## src/sv/fifoia_pkg.sv

```systemverilog
`timescale 1ns / 1ps
// ----------------------------------------------------------------------------
// FIFO with indexed access and purge: shared definitions
// Operation and status codes, controller states and the command and status
// bundles that join the controller to the datapath.
// ----------------------------------------------------------------------------
package fifoia_pkg;

    localparam int DEFAULT_DEPTH     = 64;
    localparam int DEFAULT_WORD_BITS = 32;

    typedef enum logic [2:0] {
        K_PUSH  = 3'd0,
        K_POP   = 3'd1,
        K_READ  = 3'd2,
        K_WRITE = 3'd3,
        K_PURGE = 3'd4,
        K_FILL  = 3'd5
    } t_kind;

    typedef enum logic [1:0] {
        ST_OK    = 2'd0,
        ST_EMPTY = 2'd1,
        ST_RANGE = 2'd2,
        ST_FULL  = 2'd3
    } t_status;

    typedef enum logic [2:0] {
        AS_HEAD = 3'd0,
        AS_TAIL = 3'd1,
        AS_POS  = 3'd2,
        AS_IDX  = 3'd3,
        AS_KEPT = 3'd4
    } t_addr_sel;

    typedef enum logic [3:0] {
        S_IDLE,
        S_EXEC,
        S_POP,
        S_READ,
        S_PURGE_RD,
        S_PURGE_CMP,
        S_PURGE_END,
        S_FILL,
        S_DONE
    } t_state;

    typedef struct packed {
        logic      load;
        logic      status_we;
        t_status   status;
        logic      wr_en;
        t_addr_sel wr_sel;
        logic      wr_from_ram;
        logic      rd_en;
        t_addr_sel rd_sel;
        logic      held_inc;
        logic      pop_commit;
        logic      read_commit;
        logic      idx_inc;
        logic      kept_inc;
        logic      purge_finish;
    } t_dp_cmd;

    typedef struct packed {
        t_kind kind;
        logic  full;
        logic  empty;
        logic  pos_bad;
        logic  scan_last;
        logic  differs;
    } t_dp_sts;

endpackage

```

## src/sv/fifoia_ram.sv

```systemverilog
`timescale 1ns / 1ps
// ----------------------------------------------------------------------------
// Generic simple dual-port RAM
// One write port and one read port with registered read data.
// ----------------------------------------------------------------------------
module fifoia_ram #(
    parameter int WIDTH = 32,
    parameter int DEPTH = 64
) (
    input  logic                     i_clk,
    input  logic                     i_we,
    input  logic [$clog2(DEPTH)-1:0] i_waddr,
    input  logic [WIDTH-1:0]         i_wdata,
    input  logic                     i_re,
    input  logic [$clog2(DEPTH)-1:0] i_raddr,
    output logic [WIDTH-1:0]         o_rdata
);

    logic [WIDTH-1:0] r_mem [DEPTH];
    logic [WIDTH-1:0] r_rdata;

    always_ff @(posedge i_clk) begin
        if (i_we) begin
            r_mem[i_waddr] <= i_wdata;
        end
        if (i_re) begin
            r_rdata <= r_mem[i_raddr];
        end
    end

    assign o_rdata = r_rdata;

endmodule

```

## src/sv/fifoia_dp.sv

```systemverilog
`timescale 1ns / 1ps
// ----------------------------------------------------------------------------
// FIFO with indexed access and purge: datapath
// Holds the queue store, head slot, fill level, scan pointers and the result
// registers, and carries out the commands of the controller.
// ----------------------------------------------------------------------------
module fifoia_dp #(
    parameter int DEPTH     = fifoia_pkg::DEFAULT_DEPTH,
    parameter int WORD_BITS = fifoia_pkg::DEFAULT_WORD_BITS
) (
    input  logic                i_clk,
    input  logic                i_rst_n,
    input  logic [2:0]          i_kind,
    input  logic signed [31:0]  i_value,
    input  logic [5:0]          i_position,
    input  fifoia_pkg::t_dp_cmd i_cmd,
    output fifoia_pkg::t_dp_sts o_sts,
    output logic signed [31:0]  o_data,
    output logic [1:0]          o_status,
    output logic [6:0]          o_count,
    output logic [6:0]          o_removed
);

    localparam int AW = $clog2(DEPTH);
    localparam int HW = $clog2(DEPTH + 1);
    localparam int OW = HW + 6;

    fifoia_pkg::t_kind   r_kind;
    fifoia_pkg::t_status r_status;
    logic [WORD_BITS-1:0] r_word;
    logic [5:0]           r_pos;
    logic [AW-1:0]        r_head;
    logic [HW-1:0]        r_held;
    logic [HW-1:0]        r_idx;
    logic [HW-1:0]        r_kept;
    logic [HW-1:0]        r_removed;
    logic [31:0]          r_data;

    logic [WORD_BITS-1:0] w_rdata;
    logic [WORD_BITS-1:0] w_wdata;
    logic [AW-1:0]        w_waddr;
    logic [AW-1:0]        w_raddr;
    logic [AW-1:0]        w_next_head;

    function automatic logic [AW-1:0] slot(input logic [AW-1:0] head,
                                           input logic [OW-1:0] offset);
        logic [OW:0] sum;
        sum = (OW + 1)'(head) + (OW + 1)'(offset);
        if (sum >= (OW + 1)'(DEPTH)) begin
            sum = sum - (OW + 1)'(DEPTH);
        end
        return sum[AW-1:0];
    endfunction

    function automatic logic [AW-1:0] addr_of(input fifoia_pkg::t_addr_sel sel,
                                              input logic [AW-1:0] head,
                                              input logic [HW-1:0] held,
                                              input logic [5:0]    pos,
                                              input logic [HW-1:0] idx,
                                              input logic [HW-1:0] kept);
        logic [AW-1:0] addr;
        case (sel)
            fifoia_pkg::AS_HEAD: addr = slot(head, '0);
            fifoia_pkg::AS_TAIL: addr = slot(head, OW'(held));
            fifoia_pkg::AS_POS:  addr = slot(head, OW'(pos));
            fifoia_pkg::AS_IDX:  addr = slot(head, OW'(idx));
            fifoia_pkg::AS_KEPT: addr = slot(head, OW'(kept));
            default:             addr = slot(head, '0);
        endcase
        return addr;
    endfunction

    assign w_waddr = addr_of(i_cmd.wr_sel, r_head, r_held, r_pos, r_idx, r_kept);
    assign w_raddr = addr_of(i_cmd.rd_sel, r_head, r_held, r_pos, r_idx, r_kept);
    assign w_wdata = i_cmd.wr_from_ram ? w_rdata : r_word;
    assign w_next_head = slot(r_head, OW'(1));

    fifoia_ram #(
        .WIDTH(WORD_BITS),
        .DEPTH(DEPTH)
    ) u_ram (
        .i_clk   (i_clk),
        .i_we    (i_cmd.wr_en),
        .i_waddr (w_waddr),
        .i_wdata (w_wdata),
        .i_re    (i_cmd.rd_en),
        .i_raddr (w_raddr),
        .o_rdata (w_rdata)
    );

    always_ff @(posedge i_clk) begin
        if (!i_rst_n) begin
            r_head <= '0;
            r_held <= '0;
        end else begin
            if (i_cmd.held_inc) begin
                r_held <= r_held + HW'(1);
            end
            if (i_cmd.pop_commit) begin
                r_head <= w_next_head;
                r_held <= r_held - HW'(1);
            end
            if (i_cmd.purge_finish) begin
                r_held <= r_kept;
            end
        end
    end

    always_ff @(posedge i_clk) begin
        if (i_cmd.load) begin
            r_kind    <= fifoia_pkg::t_kind'(i_kind);
            r_word    <= WORD_BITS'($unsigned(i_value));
            r_pos     <= i_position;
            r_data    <= '0;
            r_status  <= fifoia_pkg::ST_OK;
            r_removed <= '0;
            r_idx     <= '0;
            r_kept    <= '0;
        end else begin
            if (i_cmd.status_we) begin
                r_status <= i_cmd.status;
            end
            if (i_cmd.pop_commit || i_cmd.read_commit) begin
                r_data <= 32'(w_rdata);
            end
            if (i_cmd.idx_inc) begin
                r_idx <= r_idx + HW'(1);
            end
            if (i_cmd.kept_inc) begin
                r_kept <= r_kept + HW'(1);
            end
            if (i_cmd.purge_finish) begin
                r_removed <= r_held - r_kept;
            end
        end
    end

    assign o_sts.kind      = r_kind;
    assign o_sts.full      = (r_held == HW'(DEPTH));
    assign o_sts.empty     = (r_held == '0);
    assign o_sts.pos_bad   = ((HW + 6)'(r_pos) >= (HW + 6)'(r_held));
    assign o_sts.scan_last = (((HW + 1)'(r_idx) + (HW + 1)'(1)) == (HW + 1)'(r_held));
    assign o_sts.differs   = (w_rdata != r_word);

    assign o_data    = r_data;
    assign o_status  = r_status;
    assign o_count   = 7'(r_held);
    assign o_removed = 7'(r_removed);

endmodule

```

## src/sv/fifoia_ctrl.sv

```systemverilog
`timescale 1ns / 1ps
// ----------------------------------------------------------------------------
// FIFO with indexed access and purge: controller
// Sequences each operation over the datapath and raises the result strobe.
// ----------------------------------------------------------------------------
module fifoia_ctrl (
    input  logic                i_clk,
    input  logic                i_rst_n,
    input  logic                start,
    input  fifoia_pkg::t_dp_sts i_sts,
    output fifoia_pkg::t_dp_cmd o_cmd,
    output logic                busy,
    output logic                o_valid
);

    fifoia_pkg::t_state r_state;
    fifoia_pkg::t_state n_state;

    always_ff @(posedge i_clk) begin
        if (!i_rst_n) begin
            r_state <= fifoia_pkg::S_IDLE;
        end else begin
            r_state <= n_state;
        end
    end

    always_comb begin
        n_state = r_state;
        case (r_state)
            fifoia_pkg::S_IDLE: begin
                if (start) begin
                    n_state = fifoia_pkg::S_EXEC;
                end
            end
            fifoia_pkg::S_EXEC: begin
                case (i_sts.kind)
                    fifoia_pkg::K_POP: begin
                        n_state = i_sts.empty ? fifoia_pkg::S_DONE : fifoia_pkg::S_POP;
                    end
                    fifoia_pkg::K_READ: begin
                        n_state = i_sts.pos_bad ? fifoia_pkg::S_DONE : fifoia_pkg::S_READ;
                    end
                    fifoia_pkg::K_PURGE: begin
                        n_state = i_sts.empty ? fifoia_pkg::S_DONE : fifoia_pkg::S_PURGE_RD;
                    end
                    fifoia_pkg::K_FILL: begin
                        n_state = i_sts.empty ? fifoia_pkg::S_DONE : fifoia_pkg::S_FILL;
                    end
                    default: begin
                        n_state = fifoia_pkg::S_DONE;
                    end
                endcase
            end
            fifoia_pkg::S_POP:       n_state = fifoia_pkg::S_DONE;
            fifoia_pkg::S_READ:      n_state = fifoia_pkg::S_DONE;
            fifoia_pkg::S_PURGE_RD:  n_state = fifoia_pkg::S_PURGE_CMP;
            fifoia_pkg::S_PURGE_CMP: begin
                n_state = i_sts.scan_last ? fifoia_pkg::S_PURGE_END
                                          : fifoia_pkg::S_PURGE_RD;
            end
            fifoia_pkg::S_PURGE_END: n_state = fifoia_pkg::S_DONE;
            fifoia_pkg::S_FILL: begin
                if (i_sts.scan_last) begin
                    n_state = fifoia_pkg::S_DONE;
                end
            end
            fifoia_pkg::S_DONE:      n_state = fifoia_pkg::S_IDLE;
            default:                 n_state = fifoia_pkg::S_IDLE;
        endcase
    end

    always_comb begin
        o_cmd   = '0;
        busy    = 1'b1;
        o_valid = 1'b0;
        case (r_state)
            fifoia_pkg::S_IDLE: begin
                busy       = 1'b0;
                o_cmd.load = start;
            end
            fifoia_pkg::S_EXEC: begin
                case (i_sts.kind)
                    fifoia_pkg::K_PUSH: begin
                        if (i_sts.full) begin
                            o_cmd.status_we = 1'b1;
                            o_cmd.status    = fifoia_pkg::ST_FULL;
                        end else begin
                            o_cmd.wr_en    = 1'b1;
                            o_cmd.wr_sel   = fifoia_pkg::AS_TAIL;
                            o_cmd.held_inc = 1'b1;
                        end
                    end
                    fifoia_pkg::K_POP: begin
                        if (i_sts.empty) begin
                            o_cmd.status_we = 1'b1;
                            o_cmd.status    = fifoia_pkg::ST_EMPTY;
                        end else begin
                            o_cmd.rd_en  = 1'b1;
                            o_cmd.rd_sel = fifoia_pkg::AS_HEAD;
                        end
                    end
                    fifoia_pkg::K_READ: begin
                        if (i_sts.pos_bad) begin
                            o_cmd.status_we = 1'b1;
                            o_cmd.status    = fifoia_pkg::ST_RANGE;
                        end else begin
                            o_cmd.rd_en  = 1'b1;
                            o_cmd.rd_sel = fifoia_pkg::AS_POS;
                        end
                    end
                    fifoia_pkg::K_WRITE: begin
                        if (i_sts.pos_bad) begin
                            o_cmd.status_we = 1'b1;
                            o_cmd.status    = fifoia_pkg::ST_RANGE;
                        end else begin
                            o_cmd.wr_en  = 1'b1;
                            o_cmd.wr_sel = fifoia_pkg::AS_POS;
                        end
                    end
                    default: begin
                    end
                endcase
            end
            fifoia_pkg::S_POP: begin
                o_cmd.pop_commit = 1'b1;
            end
            fifoia_pkg::S_READ: begin
                o_cmd.read_commit = 1'b1;
            end
            fifoia_pkg::S_PURGE_RD: begin
                o_cmd.rd_en  = 1'b1;
                o_cmd.rd_sel = fifoia_pkg::AS_IDX;
            end
            fifoia_pkg::S_PURGE_CMP: begin
                o_cmd.idx_inc = 1'b1;
                if (i_sts.differs) begin
                    o_cmd.wr_en       = 1'b1;
                    o_cmd.wr_sel      = fifoia_pkg::AS_KEPT;
                    o_cmd.wr_from_ram = 1'b1;
                    o_cmd.kept_inc    = 1'b1;
                end
            end
            fifoia_pkg::S_PURGE_END: begin
                o_cmd.purge_finish = 1'b1;
            end
            fifoia_pkg::S_FILL: begin
                o_cmd.wr_en   = 1'b1;
                o_cmd.wr_sel  = fifoia_pkg::AS_IDX;
                o_cmd.idx_inc = 1'b1;
            end
            fifoia_pkg::S_DONE: begin
                o_valid = 1'b1;
            end
            default: begin
            end
        endcase
    end

endmodule

```

## src/sv/fifo_with_indexed_access_and_purge_core.sv

```systemverilog
`timescale 1ns / 1ps
// ----------------------------------------------------------------------------
// FIFO with indexed access and purge
// Bounded queue of words with push, pop, indexed read and write, purge of a
// value and fill, built as a controller and a datapath around one RAM.
//
//   Channel   Handshake               Fields
//   command   start, busy             i_kind, i_value, i_position
//   result    o_valid (strobe)        o_data, o_status, o_count, o_removed
//
// An item is taken when start is high and busy is low. Push, write, unused
// codes and all rejected operations run the execute and done states; pop
// and read add a commit state. Purge reads and compares each held entry in
// turn through the single registered RAM read port and writes back the kept
// ones in order; fill writes every held entry. On an empty queue both skip
// the walk. The result strobe lasts one cycle and cannot be held off.
// Reset is synchronous and empties the queue.
// ----------------------------------------------------------------------------
module fifo_with_indexed_access_and_purge_core #(
    parameter int DEPTH     = fifoia_pkg::DEFAULT_DEPTH,
    parameter int WORD_BITS = fifoia_pkg::DEFAULT_WORD_BITS
) (
    input  logic               i_clk,
    input  logic               i_rst_n,
    input  logic               start,
    output logic               busy,
    input  logic [2:0]         i_kind,
    input  logic signed [31:0] i_value,
    input  logic [5:0]         i_position,
    output logic               o_valid,
    output logic signed [31:0] o_data,
    output logic [1:0]         o_status,
    output logic [6:0]         o_count,
    output logic [6:0]         o_removed
);

    fifoia_pkg::t_dp_cmd w_cmd;
    fifoia_pkg::t_dp_sts w_sts;

    fifoia_ctrl u_ctrl (
        .i_clk   (i_clk),
        .i_rst_n (i_rst_n),
        .start   (start),
        .i_sts   (w_sts),
        .o_cmd   (w_cmd),
        .busy    (busy),
        .o_valid (o_valid)
    );

    fifoia_dp #(
        .DEPTH     (DEPTH),
        .WORD_BITS (WORD_BITS)
    ) u_dp (
        .i_clk      (i_clk),
        .i_rst_n    (i_rst_n),
        .i_kind     (i_kind),
        .i_value    (i_value),
        .i_position (i_position),
        .i_cmd      (w_cmd),
        .o_sts      (w_sts),
        .o_data     (o_data),
        .o_status   (o_status),
        .o_count    (o_count),
        .o_removed  (o_removed)
    );

endmodule

```

## config.mk

```make
export PLATFORM = sky130hd
export DESIGN_NAME = fifo_with_indexed_access_and_purge_core
export DESIGN_NICKNAME = d
export VERILOG_FILES = /design/src/sv/fifoia_pkg.sv /design/src/sv/fifoia_ram.sv /design/src/sv/fifoia_dp.sv /design/src/sv/fifoia_ctrl.sv /design/src/sv/fifo_with_indexed_access_and_purge_core.sv
export SDC_FILE = /design/constraint.sdc
export NUM_CORES = 2
export LEC_CHECK = 0
export ABC_AREA = 0
export BUFFER_PORTS_ARGS = -buffer_cell sky130_fd_sc_hd__buf_4
export CORE_AREA = 2 2 547 549
export DETAILED_ROUTE_END_ITERATION = 8
export DIE_AREA = 0 0 549 551
export PLACE_DENSITY_LB_ADDON = 0.05
export SYNTH_ARGS = -nofsm -noshare
export SYNTH_HDL_FRONTEND = slang
export SYNTH_SLANG_ARGS = --single-unit
```

## constraint.sdc

```tcl
create_clock -name i_clk -period 8.5 [get_ports i_clk]
set_input_delay 0.425 -clock i_clk [delete_from_list [all_inputs] [get_ports i_clk]]
set_output_delay 0.425 -clock i_clk [all_outputs]
set_load 0.05 [all_outputs]
```

==> results.md <==
* Die H at 551 um
* Die area at 0.3025 sq mm
* Synth top area cells: edfxtp_1 72%, nand2_1 6.3%, nand3_1 2.9%, a211oi_1 2.6%, and3_1 2.0%
* First-pass GRT wire length at 521400 um
* Syn avg cell area at 13.55 sq um
* Critical Path End Type: flop
* CP max-delay cell: nor2_4
* Startpoint Class: flop
* Minimum clock period at 6.913 ns
* Final core utilization at a little over a third
* Post-synth top flop: edfxtp_1
* Vias/cell at 5.471
* Synth Net Count at between 6k and 7k
* Antenna violations before repair at 35
* Fraction of layout cells with a size suffix above 1 at 12.25%
* Netlist Area Pre-Place at 0.08862 sq mm
* Filler cells at 28.76k
* Share of Yosys cell area claimed by the top area cell type at 71.87%
* Post-synthesis async set-or-reset flop share at 0%
* Area Growth Syn to Fin at 17.47%
* Min Hold Slack at 0.2852 ns
* Worst Tran Pin Value at roughly 1.5 ns
* Seq/Total Area, Yosys at 73.50%
* Nets at just under 7k
* DP HPWL at 239500 um
* Initial Util at 29.91%
* P per Cell Area at around 230 mW/mm^2
* Most frequent cells in the layout: 2121 x edfxtp_1, 1475 x nand2_1, 514 x nand3_1, 307 x a211oi_1, 300 x buf_4
* Hold/Removal Path Class: in -> reg
* Critical-path maximum fanout at 21
* Multi-input gate area at 0.02221 sq mm
* RD Place Congestion at 0.8396
* TritonRoute pass-1 iters at 6
* Worst stage delay on the critical path at approximately 1.2 ns
* Routed Antenna Nets at 0
* Grt ovf at 0
* Overall power at 24.13 mW
* Area leader, netlist: edfxtp_1
* Critical path type: reg -> reg
* Tot GR Track Use at 25.18%
* Mapped Cells at 6538
* Row Count at 200
* Distinct cell type count after synthesis at 80
* Tcrit/Tclk final at approximately four fifths
* Io pins at 94
* Final wirelength at 389300 um
* Fmax at 144.7 MHz
* Failing checks: max-capacitance violations, max-slew violations
* EDFF count, synth at 2121
* Clock buffer depth at 4
* Unrepaired setup endpoints after global routing: false
* Critical-path cell list: inv_1, ha_1, a211o_1, a21oi_1, and4_1, nor3_2, nand2_1, a2bb2oi_1, nand3_1, nor2_4, buf_4
* Max cap viols at 1
* WP data required at 9.02 ns
* Endpoints failing setup at 0
* CTS resizes at 0
* Register bit count reported by yosys at 2193
* Relative slew slack at -3.128%
* Root Buffer: clkbuf_16
* Leading cell type in the layout, fill and taps excluded: edfxtp_1
* Final Hold Vio Count at 0
* Die width at 549 um
* H-Tree Depth at 5
* Latest clock arrival within the worst-skew pair at between 0.8 and 0.9 ns
* CTS clk-pin slew, worst paths at 0.06 ns
* Pleak at roughly 35 nW
* Vias in the first global route at 56.12k
* TritonCTS clock tree: yes
* Initial detailed-routing violation count at 7152
* CORE AREA at 0.2963 sq mm
* WL/cell at 35.76 um
* CTS Buf Count at roughly 270
* TNS Setup at 0 ns
* # clock sinks at 2193
* Status: finished, violations left
* Reg area at around 0.065 sq mm
* Port bufs at a little over 90
* Final Max Slew Viols at 2
* WP data arrival at around 7.4 ns
* Peak supply drop at between 150 and 200 uV
* Total of warnings raised by yosys at 0
* Residual DRC at 0
* DR vias at 59.55k
* Largest net degree at the start of global routing at 125
* Skew final at 0.07457 ns
-- routing by layer --
layer | vias to the layer above | GRT usage [%] | part of all wire (%)
li1 | 25310 | - | -
met1 | 31550 | 37.69 | 47
met2 | 2301 | 37.87 | 44
met3 | 392 | 3.643 | 6.8
met4 | 2 | 6.860 | 2.7
met5 | - | 0 | 0.0033
-- cells in the mapped netlist (41+ instances only) --
| master | instances |
|---|---|
| edfxtp_1 | 2121 |
| nand2_1 | 1477 |
| nand3_1 | 515 |
| a211oi_1 | 307 |
| and3_1 | 286 |
| clkbuf_1 | 203 |
| buf_2 | 180 |
| a31oi_1 | 156 |
| a311oi_1 | 147 |
| a21oi_1 | 146 |
| nor2_1 | 142 |
| o21ai_0 | 90 |
| mux2i_1 | 81 |
| dfxtp_1 | 72 |
| buf_1 | 69 |
| xor2_1 | 54 |
| nand4_1 | 41 |
-- flip-flops by register name, indices dropped and copies added (netlist names), 7 cells and up --
name,cells
u_dp.u_ram.o_rdata,32
u_dp.r_idx,7
u_dp.r_word,32
u_dp.o_count,7
u_dp.u_ram.r_mem,2048
u_dp.o_removed,7
u_dp.r_kept,7
u_dp.o_data,32
-- where the power goes --
group / switching (mW) / internal [mW] / leakage (nW)
Sequential: 0.0364 / 12.0 / 19.7
Clock: 4.63 / 6.16 / 3.89
Combinational: 1.03 / 0.251 / 11.6
-- final timing paths --
| kind | startpoint | end | slack [ns] | cells after the start |
|---|---|---|---|---|
| worst max-delay path | u_dp.o_count[1] | u_dp.u_ram.r_mem[13][6] | 1.59 | 11 |
| worst min-delay path | i_value[11] | u_dp.r_word[11] | 0.29 | 2 |
| worst max register to register | u_dp.o_count[1] | u_dp.u_ram.r_mem[13][6] | 1.59 | 11 |
| worst min register to register | u_dp.o_removed[6] | u_dp.o_removed[6] | 0.45 | 2 |
-- cells by family (layout without fill, tap and decap cells) --
logic type	count (synthesis)	after routing	synth area share, %
multiplexers	114	114	1.334
AND/OR/NAND/NOR	2558	2558	12.79
other	0	15	0
buffers and inverters	478	872	2.300
flip-flops	2193	2193	73.50
AO/OA/AOI/OAI	1068	1068	8.579
XOR/XNOR	81	81	0.8005
adder cells (fa/ha/maj)	46	46	0.7003
-- what timing repair did --
action                                 in CTS  in global routing
buffers inserted                            0                  0
hold buffers                               44                  0
endpoints found under the hold margin      58                  0
-- area by class of cell --
cell class                      count  area share [%]
Timing Repair Buffer              399           3.622
Clock inverter                    102          0.7319
Inverter                           22         0.07932
Multi-Input combinational cell   3867           21.33
Sequential cell                  2193           62.56
Antenna cell                       15         0.03606
Tap cell                         3939           4.734
Clock buffer                      349           6.901
-- critical path: cells and delay by family, from the launching register on --
family,cells,cell delay (ns)
AND/OR/NAND/NOR,5,3.32
AO/OA/AOI/OAI,3,1.72
buffers and inverters,2,0.62
adder cells (fa/ha/maj),1,0.33
flip-flops,1,0.57
-- per-stage QoR --
| step | setup WS [ns] | instances | cell area [sq um] |
|---|---|---|---|
| detailed placement | 1.750 | 10370 | 95630 |
| floorplan | 1.431 | 6538 | 88620 |
| CTS | 1.710 | 10870 | 104000 |
| global placement | 1.694 | 10360 | 95320 |
| finish | 1.587 | 10890 | 104100 |
| global route | 1.207 | 10870 | 104100 |
Power figures use the tool's default switching activity.
